`config.mk`:
```
export PLATFORM = sky130hd
export DESIGN_NAME = detection_box_postprocess
export DESIGN_NICKNAME = d
export VERILOG_FILES = /design/src/design/dbp_pkg.sv /design/src/design/dbp_sigmoid.sv /design/src/design/detection_box_postprocess.sv
export SDC_FILE = /design/constraint.sdc
export NUM_CORES = 2
export LEC_CHECK = 0
export ABC_AREA = 1
export BUFFER_PORTS_ARGS = -buffer_cell sky130_fd_sc_hd__buf_4
export CORE_MARGIN = 2
export CORE_UTILIZATION = 45
export CTS_BUF_LIST = sky130_fd_sc_hd__clkbuf_2 sky130_fd_sc_hd__clkbuf_4 sky130_fd_sc_hd__clkbuf_8
export DETAILED_ROUTE_END_ITERATION = 10
export GPL_ROUTABILITY_DRIVEN = 0
export HOLD_SLACK_MARGIN = 0.12
export RECOVER_POWER = 100
export SLEW_MARGIN = 30
export SYNTH_ARGS = -nofsm -noshare
export SYNTH_HDL_FRONTEND = slang
export SYNTH_SLANG_ARGS = --single-unit
```
`constraint.sdc`:
```
create_clock -name clk -period 26.4 [get_ports clk]
set_input_delay 0 -clock clk [delete_from_list [all_inputs] [get_ports clk]]
set_output_delay 0 -clock clk [all_outputs]
set_load 0.05 [all_outputs]
```
`src/design/dbp_pkg.sv`:
```
// shared types, register indexes and helper functions for the detection box postprocess
`default_nettype none

package dbp_pkg;

    localparam int LOGIT_W    = 16;
    localparam int BOX_W      = 16;
    localparam int PX_W       = 14;
    localparam int CLASS_W    = 8;
    localparam int CONF_W     = 16;
    localparam int THRESH_W   = 17;
    localparam int CFG_IDX_W  = 2;
    localparam int CFG_DATA_W = 17;
    localparam int SIG_STEPS  = 22;

    typedef enum logic [CFG_IDX_W-1:0] {
        CFG_MIN_CONF       = 2'd0,
        CFG_IMAGE_WIDTH    = 2'd1,
        CFG_IMAGE_HEIGHT   = 2'd2
    } dbp_cfg_idx_t;

    typedef struct packed {
        logic signed [LOGIT_W-1:0] class_logit;
        logic                      class_last;
        logic [BOX_W-1:0]          box_center_x;
        logic [BOX_W-1:0]          box_center_y;
        logic [BOX_W-1:0]          box_width;
        logic [BOX_W-1:0]          box_height;
    } dbp_in_t;

    typedef struct packed {
        logic [PX_W-1:0]    left_px;
        logic [PX_W-1:0]    top_px;
        logic [PX_W-1:0]    right_px;
        logic [PX_W-1:0]    bottom_px;
        logic [CLASS_W-1:0] best_class;
        logic [CONF_W-1:0]  confidence;
    } dbp_out_t;

    // sigmoid breakpoints at half-unit steps, q0.16
    function automatic logic [CONF_W-1:0] sig_entry(input logic [4:0] idx);
        logic [CONF_W-1:0] v;
        unique case (idx)
            5'd0:    v = 16'd32768;
            5'd1:    v = 16'd40793;
            5'd2:    v = 16'd47911;
            5'd3:    v = 16'd53581;
            5'd4:    v = 16'd57724;
            5'd5:    v = 16'd60565;
            5'd6:    v = 16'd62428;
            5'd7:    v = 16'd63615;
            5'd8:    v = 16'd64357;
            5'd9:    v = 16'd64816;
            5'd10:   v = 16'd65097;
            5'd11:   v = 16'd65269;
            5'd12:   v = 16'd65374;
            5'd13:   v = 16'd65438;
            5'd14:   v = 16'd65476;
            5'd15:   v = 16'd65500;
            5'd16:   v = 16'd65514;
            5'd17:   v = 16'd65523;
            5'd18:   v = 16'd65528;
            5'd19:   v = 16'd65531;
            5'd20:   v = 16'd65533;
            5'd21:   v = 16'd65534;
            default: v = 16'd65535;
        endcase
        return v;
    endfunction

    // one box edge: 2*centre -/+ size in units of 2^-15, clamped to [0,1], scaled, truncated
    function automatic logic [PX_W-1:0] edge_px(
        input logic [BOX_W-1:0] centre,
        input logic [BOX_W-1:0] size,
        input logic             upper,
        input logic [PX_W-1:0]  scale
    );
        logic signed [18:0] twice_c;
        logic signed [18:0] sz;
        logic signed [18:0] v;
        logic [15:0]        c;
        logic [29:0]        p;
        twice_c = $signed({2'b00, centre, 1'b0});
        sz      = $signed({3'b000, size});
        v       = upper ? (twice_c + sz) : (twice_c - sz);
        if (v[18])
            c = 16'h0000;
        else if (v > 19'sd32768)
            c = 16'h8000;
        else
            c = v[15:0];
        p = 30'(c) * 30'(scale);
        return p[28:15];
    endfunction

endpackage

`default_nettype wire

```
`src/design/dbp_sigmoid.sv`:
```
// interpolated sigmoid of a q5.10 logit, result in q0.16
`default_nettype none

module dbp_sigmoid (
    input  wire logic signed [dbp_pkg::LOGIT_W-1:0] logit,
    output logic [dbp_pkg::CONF_W-1:0]               conf
);
    import dbp_pkg::*;

    logic [LOGIT_W-1:0] mag;
    logic [6:0]         step;
    logic [8:0]         frac;
    logic               sat;
    logic [4:0]         idx;
    logic [CONF_W-1:0]  lo;
    logic [CONF_W-1:0]  hi;
    logic [CONF_W-1:0]  diff;
    logic [24:0]        prod;
    logic [CONF_W-1:0]  interp;
    logic [CONF_W-1:0]  s;
    logic [16:0]        neg_s;

    assign mag    = logit[LOGIT_W-1] ? LOGIT_W'(-logit) : LOGIT_W'(logit);
    assign step   = mag[15:9];
    assign frac   = mag[8:0];
    assign sat    = step >= 7'(SIG_STEPS);
    assign idx    = step[4:0];
    assign lo     = sig_entry(idx);
    assign hi     = sig_entry(idx + 5'd1);
    assign diff   = hi - lo;
    assign prod   = 25'(diff) * 25'(frac);
    assign interp = lo + CONF_W'(prod >> 9);
    assign s      = sat ? 16'hFFFF : interp;

    // mirror for negative logits
    assign neg_s  = 17'h10000 - {1'b0, s};
    assign conf   = logit[LOGIT_W-1] ? neg_s[CONF_W-1:0] : s;

endmodule

`default_nettype wire

```
`src/design/detection_box_postprocess.sv`:
```
// top level: running arg-max over class logits, sigmoid, threshold and box denormalising
// a query's last logit is registered in stage one, and its result then in the result register
// throughput: one logit per cycle; input stalls only while the result register is held
// reset: rst_n asynchronous active low; clears query state, pipeline valids and
// sets min_conf 32768, image_width 640, image_height 480
`default_nettype none

module detection_box_postprocess #(
    parameter int MAX_CLASSES = 256
) (
    input  wire logic                             clk,
    input  wire logic                             rst_n,
    // configuration write port
    input  wire logic                             cfg_write,
    input  wire logic [dbp_pkg::CFG_IDX_W-1:0]    cfg_index,
    input  wire logic [dbp_pkg::CFG_DATA_W-1:0]   cfg_data,
    // logit stream
    input  wire logic                             item_valid,
    output logic                                  item_stall,
    input  wire dbp_pkg::dbp_in_t                 item,
    // detections
    output logic                                  result_valid,
    input  wire logic                             result_stall,
    output dbp_pkg::dbp_out_t                     result
);
    import dbp_pkg::*;

    localparam int CNT_W = (MAX_CLASSES > 1) ? $clog2(MAX_CLASSES) : 1;

    // configuration registers
    logic [THRESH_W-1:0] min_conf_reg;
    logic [PX_W-1:0]     image_width_reg;
    logic [PX_W-1:0]     image_height_reg;

    // running maximum of the current query
    logic signed [LOGIT_W-1:0] best_logit_reg, best_logit_next;
    logic [CNT_W-1:0]          best_index_reg, best_index_next;
    logic [CNT_W-1:0]          class_counter_reg, class_counter_next;

    // stage one: finished query waiting for sigmoid and box maths
    logic                      s1_valid_reg, s1_valid_next;
    logic signed [LOGIT_W-1:0] s1_logit_reg;
    logic [CNT_W-1:0]          s1_index_reg;
    logic [BOX_W-1:0]          s1_cx_reg, s1_cy_reg, s1_w_reg, s1_h_reg;

    // result register
    logic     result_valid_reg, result_valid_next;
    dbp_out_t result_reg, result_next;

    logic              accept;
    logic              out_open;
    logic              s1_advance;
    logic              take;
    logic [CONF_W-1:0] conf;
    logic              pass;

    // ---------------------------------------------------------------
    // handshake: stage one moves on whenever the result register is free
    // or its transaction completes this cycle
    // ---------------------------------------------------------------
    assign out_open   = !result_valid_reg || !result_stall;
    assign s1_advance = s1_valid_reg && out_open;
    assign item_stall = s1_valid_reg && !out_open;
    assign accept     = item_valid && !item_stall;

    // ---------------------------------------------------------------
    // configuration writes; indexes beyond the list are ignored
    // ---------------------------------------------------------------
    always_ff @(posedge clk or negedge rst_n)
    begin
        if (!rst_n)
        begin
            min_conf_reg       <= THRESH_W'(32768);
            image_width_reg    <= PX_W'(640);
            image_height_reg   <= PX_W'(480);
        end
        else if (cfg_write)
        begin
            unique case (cfg_index)
                CFG_MIN_CONF:       min_conf_reg       <= cfg_data[THRESH_W-1:0];
                CFG_IMAGE_WIDTH:    image_width_reg    <= cfg_data[PX_W-1:0];
                CFG_IMAGE_HEIGHT:   image_height_reg   <= cfg_data[PX_W-1:0];
                default:            ;
            endcase
        end
    end

    // ---------------------------------------------------------------
    // arg-max update: the first logit of a query always wins, later
    // ones only when strictly greater, so the first class wins a tie
    // ---------------------------------------------------------------
    assign take = (class_counter_reg == '0) || (item.class_logit > best_logit_reg);

    always_comb
    begin
        best_logit_next    = best_logit_reg;
        best_index_next    = best_index_reg;
        class_counter_next = class_counter_reg;
        if (accept)
        begin
            if (item.class_last)
            begin
                // query done, back to the reset state
                best_logit_next    = 16'sh8000;
                best_index_next    = '0;
                class_counter_next = '0;
            end
            else
            begin
                if (take)
                begin
                    best_logit_next = item.class_logit;
                    best_index_next = class_counter_reg;
                end
                // counter saturates on queries with too many classes
                if (class_counter_reg < CNT_W'(MAX_CLASSES - 1))
                    class_counter_next = class_counter_reg + CNT_W'(1);
            end
        end
    end

    always_ff @(posedge clk or negedge rst_n)
    begin
        if (!rst_n)
        begin
            best_logit_reg    <= 16'sh8000;
            best_index_reg    <= '0;
            class_counter_reg <= '0;
        end
        else
        begin
            best_logit_reg    <= best_logit_next;
            best_index_reg    <= best_index_next;
            class_counter_reg <= class_counter_next;
        end
    end

    // ---------------------------------------------------------------
    // stage one: capture winner and box on the last logit of a query
    // ---------------------------------------------------------------
    always_comb
    begin
        s1_valid_next = s1_valid_reg;
        if (accept && item.class_last)
            s1_valid_next = 1'b1;
        else if (s1_advance)
            s1_valid_next = 1'b0;
    end

    always_ff @(posedge clk or negedge rst_n)
    begin
        if (!rst_n)
            s1_valid_reg <= 1'b0;
        else
            s1_valid_reg <= s1_valid_next;
    end

    always_ff @(posedge clk)
    begin
        if (accept && item.class_last)
        begin
            s1_logit_reg <= take ? item.class_logit : best_logit_reg;
            s1_index_reg <= take ? class_counter_reg : best_index_reg;
            s1_cx_reg    <= item.box_center_x;
            s1_cy_reg    <= item.box_center_y;
            s1_w_reg     <= item.box_width;
            s1_h_reg     <= item.box_height;
        end
    end

    // ---------------------------------------------------------------
    // stage two: sigmoid once on the winning logit, threshold, corners
    // ---------------------------------------------------------------
    dbp_sigmoid u_sigmoid (
        .logit (s1_logit_reg),
        .conf  (conf)
    );

    assign pass = {1'b0, conf} >= min_conf_reg;

    always_comb
    begin
        result_next.left_px    = edge_px(s1_cx_reg, s1_w_reg, 1'b0, image_width_reg);
        result_next.top_px     = edge_px(s1_cy_reg, s1_h_reg, 1'b0, image_height_reg);
        result_next.right_px   = edge_px(s1_cx_reg, s1_w_reg, 1'b1, image_width_reg);
        result_next.bottom_px  = edge_px(s1_cy_reg, s1_h_reg, 1'b1, image_height_reg);
        result_next.best_class = CLASS_W'(s1_index_reg);
        result_next.confidence = conf;
    end

    // result transaction: loaded by a passing query, dropped once taken
    always_comb
    begin
        result_valid_next = result_valid_reg;
        if (s1_advance)
            result_valid_next = pass;
        else if (!result_stall)
            result_valid_next = 1'b0;
    end

    always_ff @(posedge clk or negedge rst_n)
    begin
        if (!rst_n)
            result_valid_reg <= 1'b0;
        else
            result_valid_reg <= result_valid_next;
    end

    always_ff @(posedge clk)
    begin
        if (s1_advance && pass)
            result_reg <= result_next;
    end

    assign result_valid = result_valid_reg;
    assign result       = result_reg;

endmodule

`default_nettype wire
```
# After elaboration in Yosys (flattened, before gate mapping)
# Memories as Yosys holds them, arrays and structs flattened.
# Index checks and enable logic that the tools add are counted.
# Widths: inputs -> output; s select.
[classes]
addsub = 10
mul = 5
n_lt_le_gt_ge = 8
eq_ne = 3
n_mux = 21
reduce_logical = 19
[op_table]
columns = ["op", "count"]
rows = [
  ["$mux 16", 13],
  ["$mul 16x14->29", 4],
  ["$gt 19x17->1 const B", 2],
  ["$add 17x16->18", 2],
  ["$gt 18x16->1 const B", 2],
  ["$sub 17x16->18", 2],
  ["$mux 8", 4],
  ["$mul 16x9->25", 1],
  ["$ge 16x17->1", 1],
  ["$add 16x16->16", 1],
  ["$gt 16x16->1", 1],
  ["$neg 16->16", 1],
  ["$sub 1x16->16 const A", 1],
  ["$sub 16x16->16", 1],
  ["$add 8x1->8 const B", 1],
  ["$logic_not 8->1", 1],
  ["$lt 8x8->1 const B", 1],
  ["$reduce_and 2->1", 4],
  ["$ge 7x5->1 const B", 1],
  ["$add 5x1->5 const B", 1],
  ["$logic_and 1x1->1", 5],
  ["$logic_not 1->1", 4],
  ["$mux 1", 4],
  ["$reduce_bool 2->1", 2],
  ["5 further kinds", 6],
]
[totals]
register_bits = 247
mem_bits_ro = 960
inputBits = 105
n_memories = 2
[mem_list]
columns = ["name", "depth", "word_bits", "rd", "rd_ports_with_merged_regs", "write_ports", "line_no", "text"]
rows = [
  ["(name not given)", 32, 15, 1, 0, 0, "dbp_pkg.sv:43", "unique case (idx)"],
  ["(name not given)", 32, 15, 1, 0, 0, "dbp_pkg.sv:43", ""],
]

# Longest topological paths before layout
# An unclocked memory read counts as a cell.
[logic_depth]
ltp_word = 12
mapped_depth = 77
ltp_nobuf = 75

# Modules after synthesis
# From an unflattened synthesis, not the netlist that was laid out.
[unflattened]
cells_unflattened = 6509
area_unflattened_um2 = 50484.7
[by_module_without_submodules]
columns = ["module", "n_inst", "cells_per_inst", "area_each_um2", "seq_area_each_um2"]
rows = [
  ["detection_box_postprocess", 1, 5298, 42682.2, 7031.7],
  ["dbp_sigmoid", 1, 1211, 7802.5, 0.0],
]

# Worst setup path before layout
# No wires, ideal clock.
[synth_path]
path_type = "flip-flop to flip-flop"
from = "reg s1_logit_reg[0]"
to = "reg result_reg, in the netlist result[0] (enable)"
t_arrival_ns = 12.804
t_required_ns = 25.966
slack_ns = 13.162
stages_incl_launch_ff = 74
path_buffers = 0
cell_sequence = "edfxtp_1 -> inv_1 -> ha_1 -> nand3_2 -> nor2_1 -> and3_1 -> nand2_2 -> nand2_2 -> xor2_4 -> ha_1 -> inv_1 -> ha_1 -> nor2_1 -> a21oi_1 -> or2_2 -> o21ai_0 -> ha_1 -> inv_1 -> [38 not listed] -> nand3_1 -> nand2_1 -> nand3_1 -> o21ai_0 -> or2_2 -> nand2_1 -> nand2_2 -> nor3_2 -> nand4_1 -> nand2_1 -> a21oi_1 -> ha_1 -> nand2_1 -> inv_1 -> nand3_1 -> o41ai_1 -> o2111ai_1 -> inv_1"
[synth_between]
elab_chain_len = 12
elab_cells_between_ends = 14
classes_between = "5 x add/sub; 1 x mul; 2 x order compare; 3 x mux; 1 x reduce/logical; 2 x memory"
[synth_lines]
columns = ["item", "line_no", "text"]
rows = [
  ["start: declaration", "detection_box_postprocess.sv:42", "logic signed [LOGIT_W-1:0] s1_logit_reg;"],
  ["start signal: assignment", "detection_box_postprocess.sv:162", "s1_logit_reg <= take ? item.class_logit : best_logit_reg;"],
  ["$neg 16->16", "dbp_sigmoid.sv:23", "assign mag = logit[LOGIT_W-1] ? LOGIT_W'(-logit) : LOGIT_W'(logit);"],
  ["$mux 16 (*)", "dbp_sigmoid.sv:23", ""],
  ["$add 5x1->5", "dbp_sigmoid.sv:29", "assign hi = sig_entry(idx + 5'd1);"],
  ["$mem_v2 32x15", "-", ""],
  ["$sub 16x16->16", "dbp_sigmoid.sv:30", "assign diff = hi - lo;"],
  ["$mul 16x9->25", "dbp_sigmoid.sv:31", "assign prod = 25'(diff) * 25'(frac);"],
  ["$add 16x16->16", "dbp_sigmoid.sv:32", "assign interp = lo + CONF_W'(prod >> 9);"],
  ["$mux 16 (*)", "dbp_sigmoid.sv:33", "assign s = sat ? 16'hFFFF : interp;"],
  ["$sub 1x16->16", "dbp_sigmoid.sv:36", "assign neg_s = 17'h10000 - {1'b0, s};"],
  ["$mux 16 (*)", "dbp_sigmoid.sv:37", "assign conf = logit[LOGIT_W-1] ? neg_s[CONF_W-1:0] : s;"],
  ["via conf[14]", "detection_box_postprocess.sv:54", "logic [CONF_W-1:0] conf;"],
  ["$ge 16x17->1 (*)", "detection_box_postprocess.sv:179", "assign pass = {1'b0, conf} >= min_conf_reg;"],
  ["$logic_and 1x1->1 (*)", "detection_box_postprocess.sv:211", "if (s1_advance && pass)"],
  ["end signal: assignment", "detection_box_postprocess.sv:212", "result_reg <= result_next;"],
  ["end: declaration", "detection_box_postprocess.sv:48", "dbp_out_t result_reg, result_next;"],
]
# Mark *: on every way through the listed nets, which the timed path passes. The rest lies on a longest branch.
# A chain may end at the register's enable or synchronous reset.

# Worst setup path in the final report
[layout_path]
from = "reg s1_logit_reg[0]"
to = "reg result_reg, in the netlist result[47] (enable)"
# Same word-level chain as after synthesis.

==> results.txt <==
----------------------------------------------------
[STA]
  Total count of max-transition violations in the final report ... between 300 and 400
  Final cycle utilization of the critical path ... approximately 67%
  Total negative slack ... 0 ps
  Minimum period implied by the final worst setup slack ... between 15,000 and 20,000 ps
  Tightest Pin Transition ... 3840 ps
  Count of final hold-check violations ... 0
  Fmax ... 0.0569 GHz
  Final setup violation count ... 0
  Setup repair after global routing missed its margin ... false
  Setup ws final ... roughly 9000 ps
  Rel. slew slack ... -156%
  Maximum clock skew at final layout ... 44.5 ps

[Yosys]
  Post-synthesis sequential area ratio ... around 14%
  Mapped Nets ... 7,778
  Synthesized instance count ... between 6,000 and 7,000
  Share of the synthesized area in the top cell type ... a little under a third
  Most used standard cell by instance count after synthesis ... nand2_1
  Count of cell types in the netlist ... approximately 70
  Biggest area contributors in the synthesized netlist ... fa_1 (30%), ha_1 (13%), nand2_1 (11%)
  Most used standard cells in the synthesized netlist ... nand2_1 (1,486), inv_1 (1,357), fa_1 (756), nor2_1 (749), ha_1 (531)
  Syn. warnings ... 0
  Cell accounting for the most synthesized area ... fa_1
  Number of enable flip-flop cells after synthesis ... 168
  Post-synthesis average cell area ... a little under 8 sq um
  Netlist area before placement ... just under 0.05 sq mm
  Flip-flop and latch count after synthesis ... 247
  Primary FF master, synth ... edfxtp_1
  Share of synthesized flip-flops with an asynchronous set or reset ... around a third

[Drt]
  Starting DRT DRC Count ... a little over 3,000
  Post-DR vias/cell ... roughly 5.2
  Total number of vias ... around 42,000
  Detailed Routing Iterations Pass 1 ... 6
  Average wire per cell in the routed design ... roughly 18 um
  DRC violation count after routing ... 0
  Routed Antenna Nets ... 0
  Detailed Route WL ... 144,000 um

[Layout]
  Largest register FFs ... 80
  Footprint of the multi-input gates ... 0.0367 sq mm
  Layout Area Growth over Synthesis ... 10.6%
  Share of final-layout standard cells stronger than drive strength 1 ... 4.94%
  Nets@finish ... approximately 8,100
  Final Cell Area ... between 0.05 and 0.06 sq mm
  Fill cells ... 10,996
  Register area ... between 0.007 and 0.008 sq mm

[Place]
  Worst slack, placed ... between 10,000 and 15,000 ps
  Post-detailed-placement cell area ... roughly 0.053 sq mm
  Count of input and output buffers ... ~190
  Final HPWL DP ... between 100,000 and 150,000 um

[Clock tree]
  Root buffer cell ... clkbuf_8
  Clock tree from TritonCTS ... yes
  Sinks on the clock net ... about 250
  Clk_lat worst skew ... approximately 740 ps
  CTS resizes ... 0
  Clock buffer count from CTS ... 49
  Longest Clk Path Bufs ... 3
  Clock transition at the registers of the reported paths ... about 60 ps
  H-Tree Depth ... 2

[Worst setup path]
  Critical Path Start Type ... register
  Worst EP arrival ... ~18,000 ps
  Data required time at the worst endpoint ... about 27,000 ps
  Classification of the worst setup path ... register to register
  Cell with the largest stage delay on the worst path ... clkbuf_1
  Slowest cell delay on critical path ... approximately 2400 ps
  Setup crit end kind ... register
  Biggest fanout along the worst timing path ... between 40 and 50
  Most repeated library cell on the critical path ... nand2_1

[Outcome]
  Run status ... finished with violations
  Failing checks ... max-capacitance violations, max-slew violations

[Floorplanning]
  Boundary pin count ... about 190
  DIE AREA ... ~0.11 sq mm
  Starting utilization of the core area ... between 40% and 50%
  Row count ... between 100 and 150
  Placeable Area ... roughly 0.11 sq mm
  Die extent in x ... 336 um
  Floorplan die height ... ~340 um

[Global route]
  GRT Overall Usage ... 26.3%
  Global-route wire length before repair ... 235,000 um
  GRT overflow ... 0
  Largest net degree at the start of global routing ... between 60 and 70
  Number of global-route vias before repair ... 43,878
  Number of antenna violations at the first check in global routing ... 4

[Hold path]
  Path category of the worst min-delay check ... input pin to register

[Job]
  Max Cap Viol ... 8

----------------------------------------------------
==> per-layer routing <==
metal / wire length (um) / part of all wire (%) / track usage, % / up-vias
li1: - / - / - / 20075
met1: 60600 / 42 / 34.5 / 20684
met2: 68600 / 48 / 44.7 / 1315
met3: 9450 / 6.6 / 3.47 / 234
met4: 5310 / 3.7 / 8.91 / 2
met5: 13 / 0.0090 / 0 / -
==> through the flow <==
step	cells	hold slack, ps	utilization (%)
floorplan	6386	-296	-
global placement	7925	-113	48.1
detailed placement	7926	-111	48.1
CTS	8197	130	50.7
global route	8200	167	50.3
finish	8203	194	50.3
==> cells by family (layout without fill, tap and decap cells) <==
| kind of cell | after synthesis | in the layout | synth area share [%] |
|---|---|---|---|
| adders and majority gates | 1287 | 1287 | 43.8 |
| xor gates and xnor gates | 112 | 112 | 2.06 |
| DFF | 247 | 247 | 14.1 |
| other | 0 | 4 | 0 |
| AOI/OAI and AO/OA | 591 | 591 | 6.81 |
| buffers and inverters | 1552 | 1889 | 11.9 |
| and+or+nand+nor | 2597 | 2597 | 21.3 |
==> worst max-delay path, delay by kind of cell (launching register included) <==
| family | cells | cell delay (ps) |
|---|---|---|
| compound gates | 16 | 2820 |
| xor+xnor | 1 | 170 |
| flops | 1 | 650 |
| fa+ha+maj | 10 | 4020 |
| buf+inv | 12 | 4360 |
| simple gates | 33 | 5010 |
==> layout make-up <==
type / count / area share (%)
Multi-Input combinational cell: 4587 / 66.8
Sequential cell: 247 / 12.8
Inverter: 1394 / 9.53
Timing Repair Buffer: 405 / 5.76
Tap cell: 1476 / 3.36
Clock buffer: 63 / 1.43
Clock inverter: 27 / 0.346
Antenna cell: 4 / 0.0182
==> what timing repair did <==
item | 4_1_cts | 5_1_grt
setup buffers | 0 | 0
endpoints found under the hold margin | 290 | 14
hold buffers | 181 | 1
==> cells in the final DEF, fill, tap and decap left out, types with 12 or more instances in the layout <==
cell / count
nor2_2: 28
xnor2_1: 29
nor2_1: 748
o21ai_0: 211
dlygate4sd3_1: 182
nand3b_1: 14
buf_4: 67
xor2_1: 80
o21a_1: 19
clkinv_1: 27
a211oi_1: 12
inv_1: 1356
dfrtp_1: 71
edfxtp_1: 168
fa_1: 756
nand2_1: 1494
nor2_4: 12
ha_1: 531
nor3_1: 34
clkbuf_1: 90
a21oi_1: 228
o21bai_1: 14
clkbuf_8: 50
nand4_1: 44
inv_2: 16
clkbuf_4: 78
nor4_1: 13
nand3_1: 165
or2_2: 16
o22ai_1: 20
==> path summary, 6_finish.rpt <==
| check | startpoint | endpoint | slack [ps] | cells past startpoint |
|---|---|---|---|---|
| min in group asynchronous | rst_n | best_logit_reg[3]$_DFFE_PN0P_ | 1220 | 4 |
| worst min register to register | s1_index_reg[1]$_DFFE_PP_ | result[17]$_DFFE_PP_ | 420 | 0 |
| worst max-delay path | s1_logit_reg[0]$_DFFE_PP_ | result[47]$_DFFE_PP_ | 8840 | 72 |
| worst min-delay path | result_stall | result_valid$_DFFE_PN0P_ | 190 | 4 |
| worst max register to register | s1_logit_reg[0]$_DFFE_PP_ | result[47]$_DFFE_PP_ | 8840 | 72 |
| max in group asynchronous | rst_n | image_width_reg[10]$_DFFE_PN0P_ | 22510 | 4 |
Power is not shown: default switching activity piles up to over one toggle a cycle in this logic, so the estimate is an artifact.
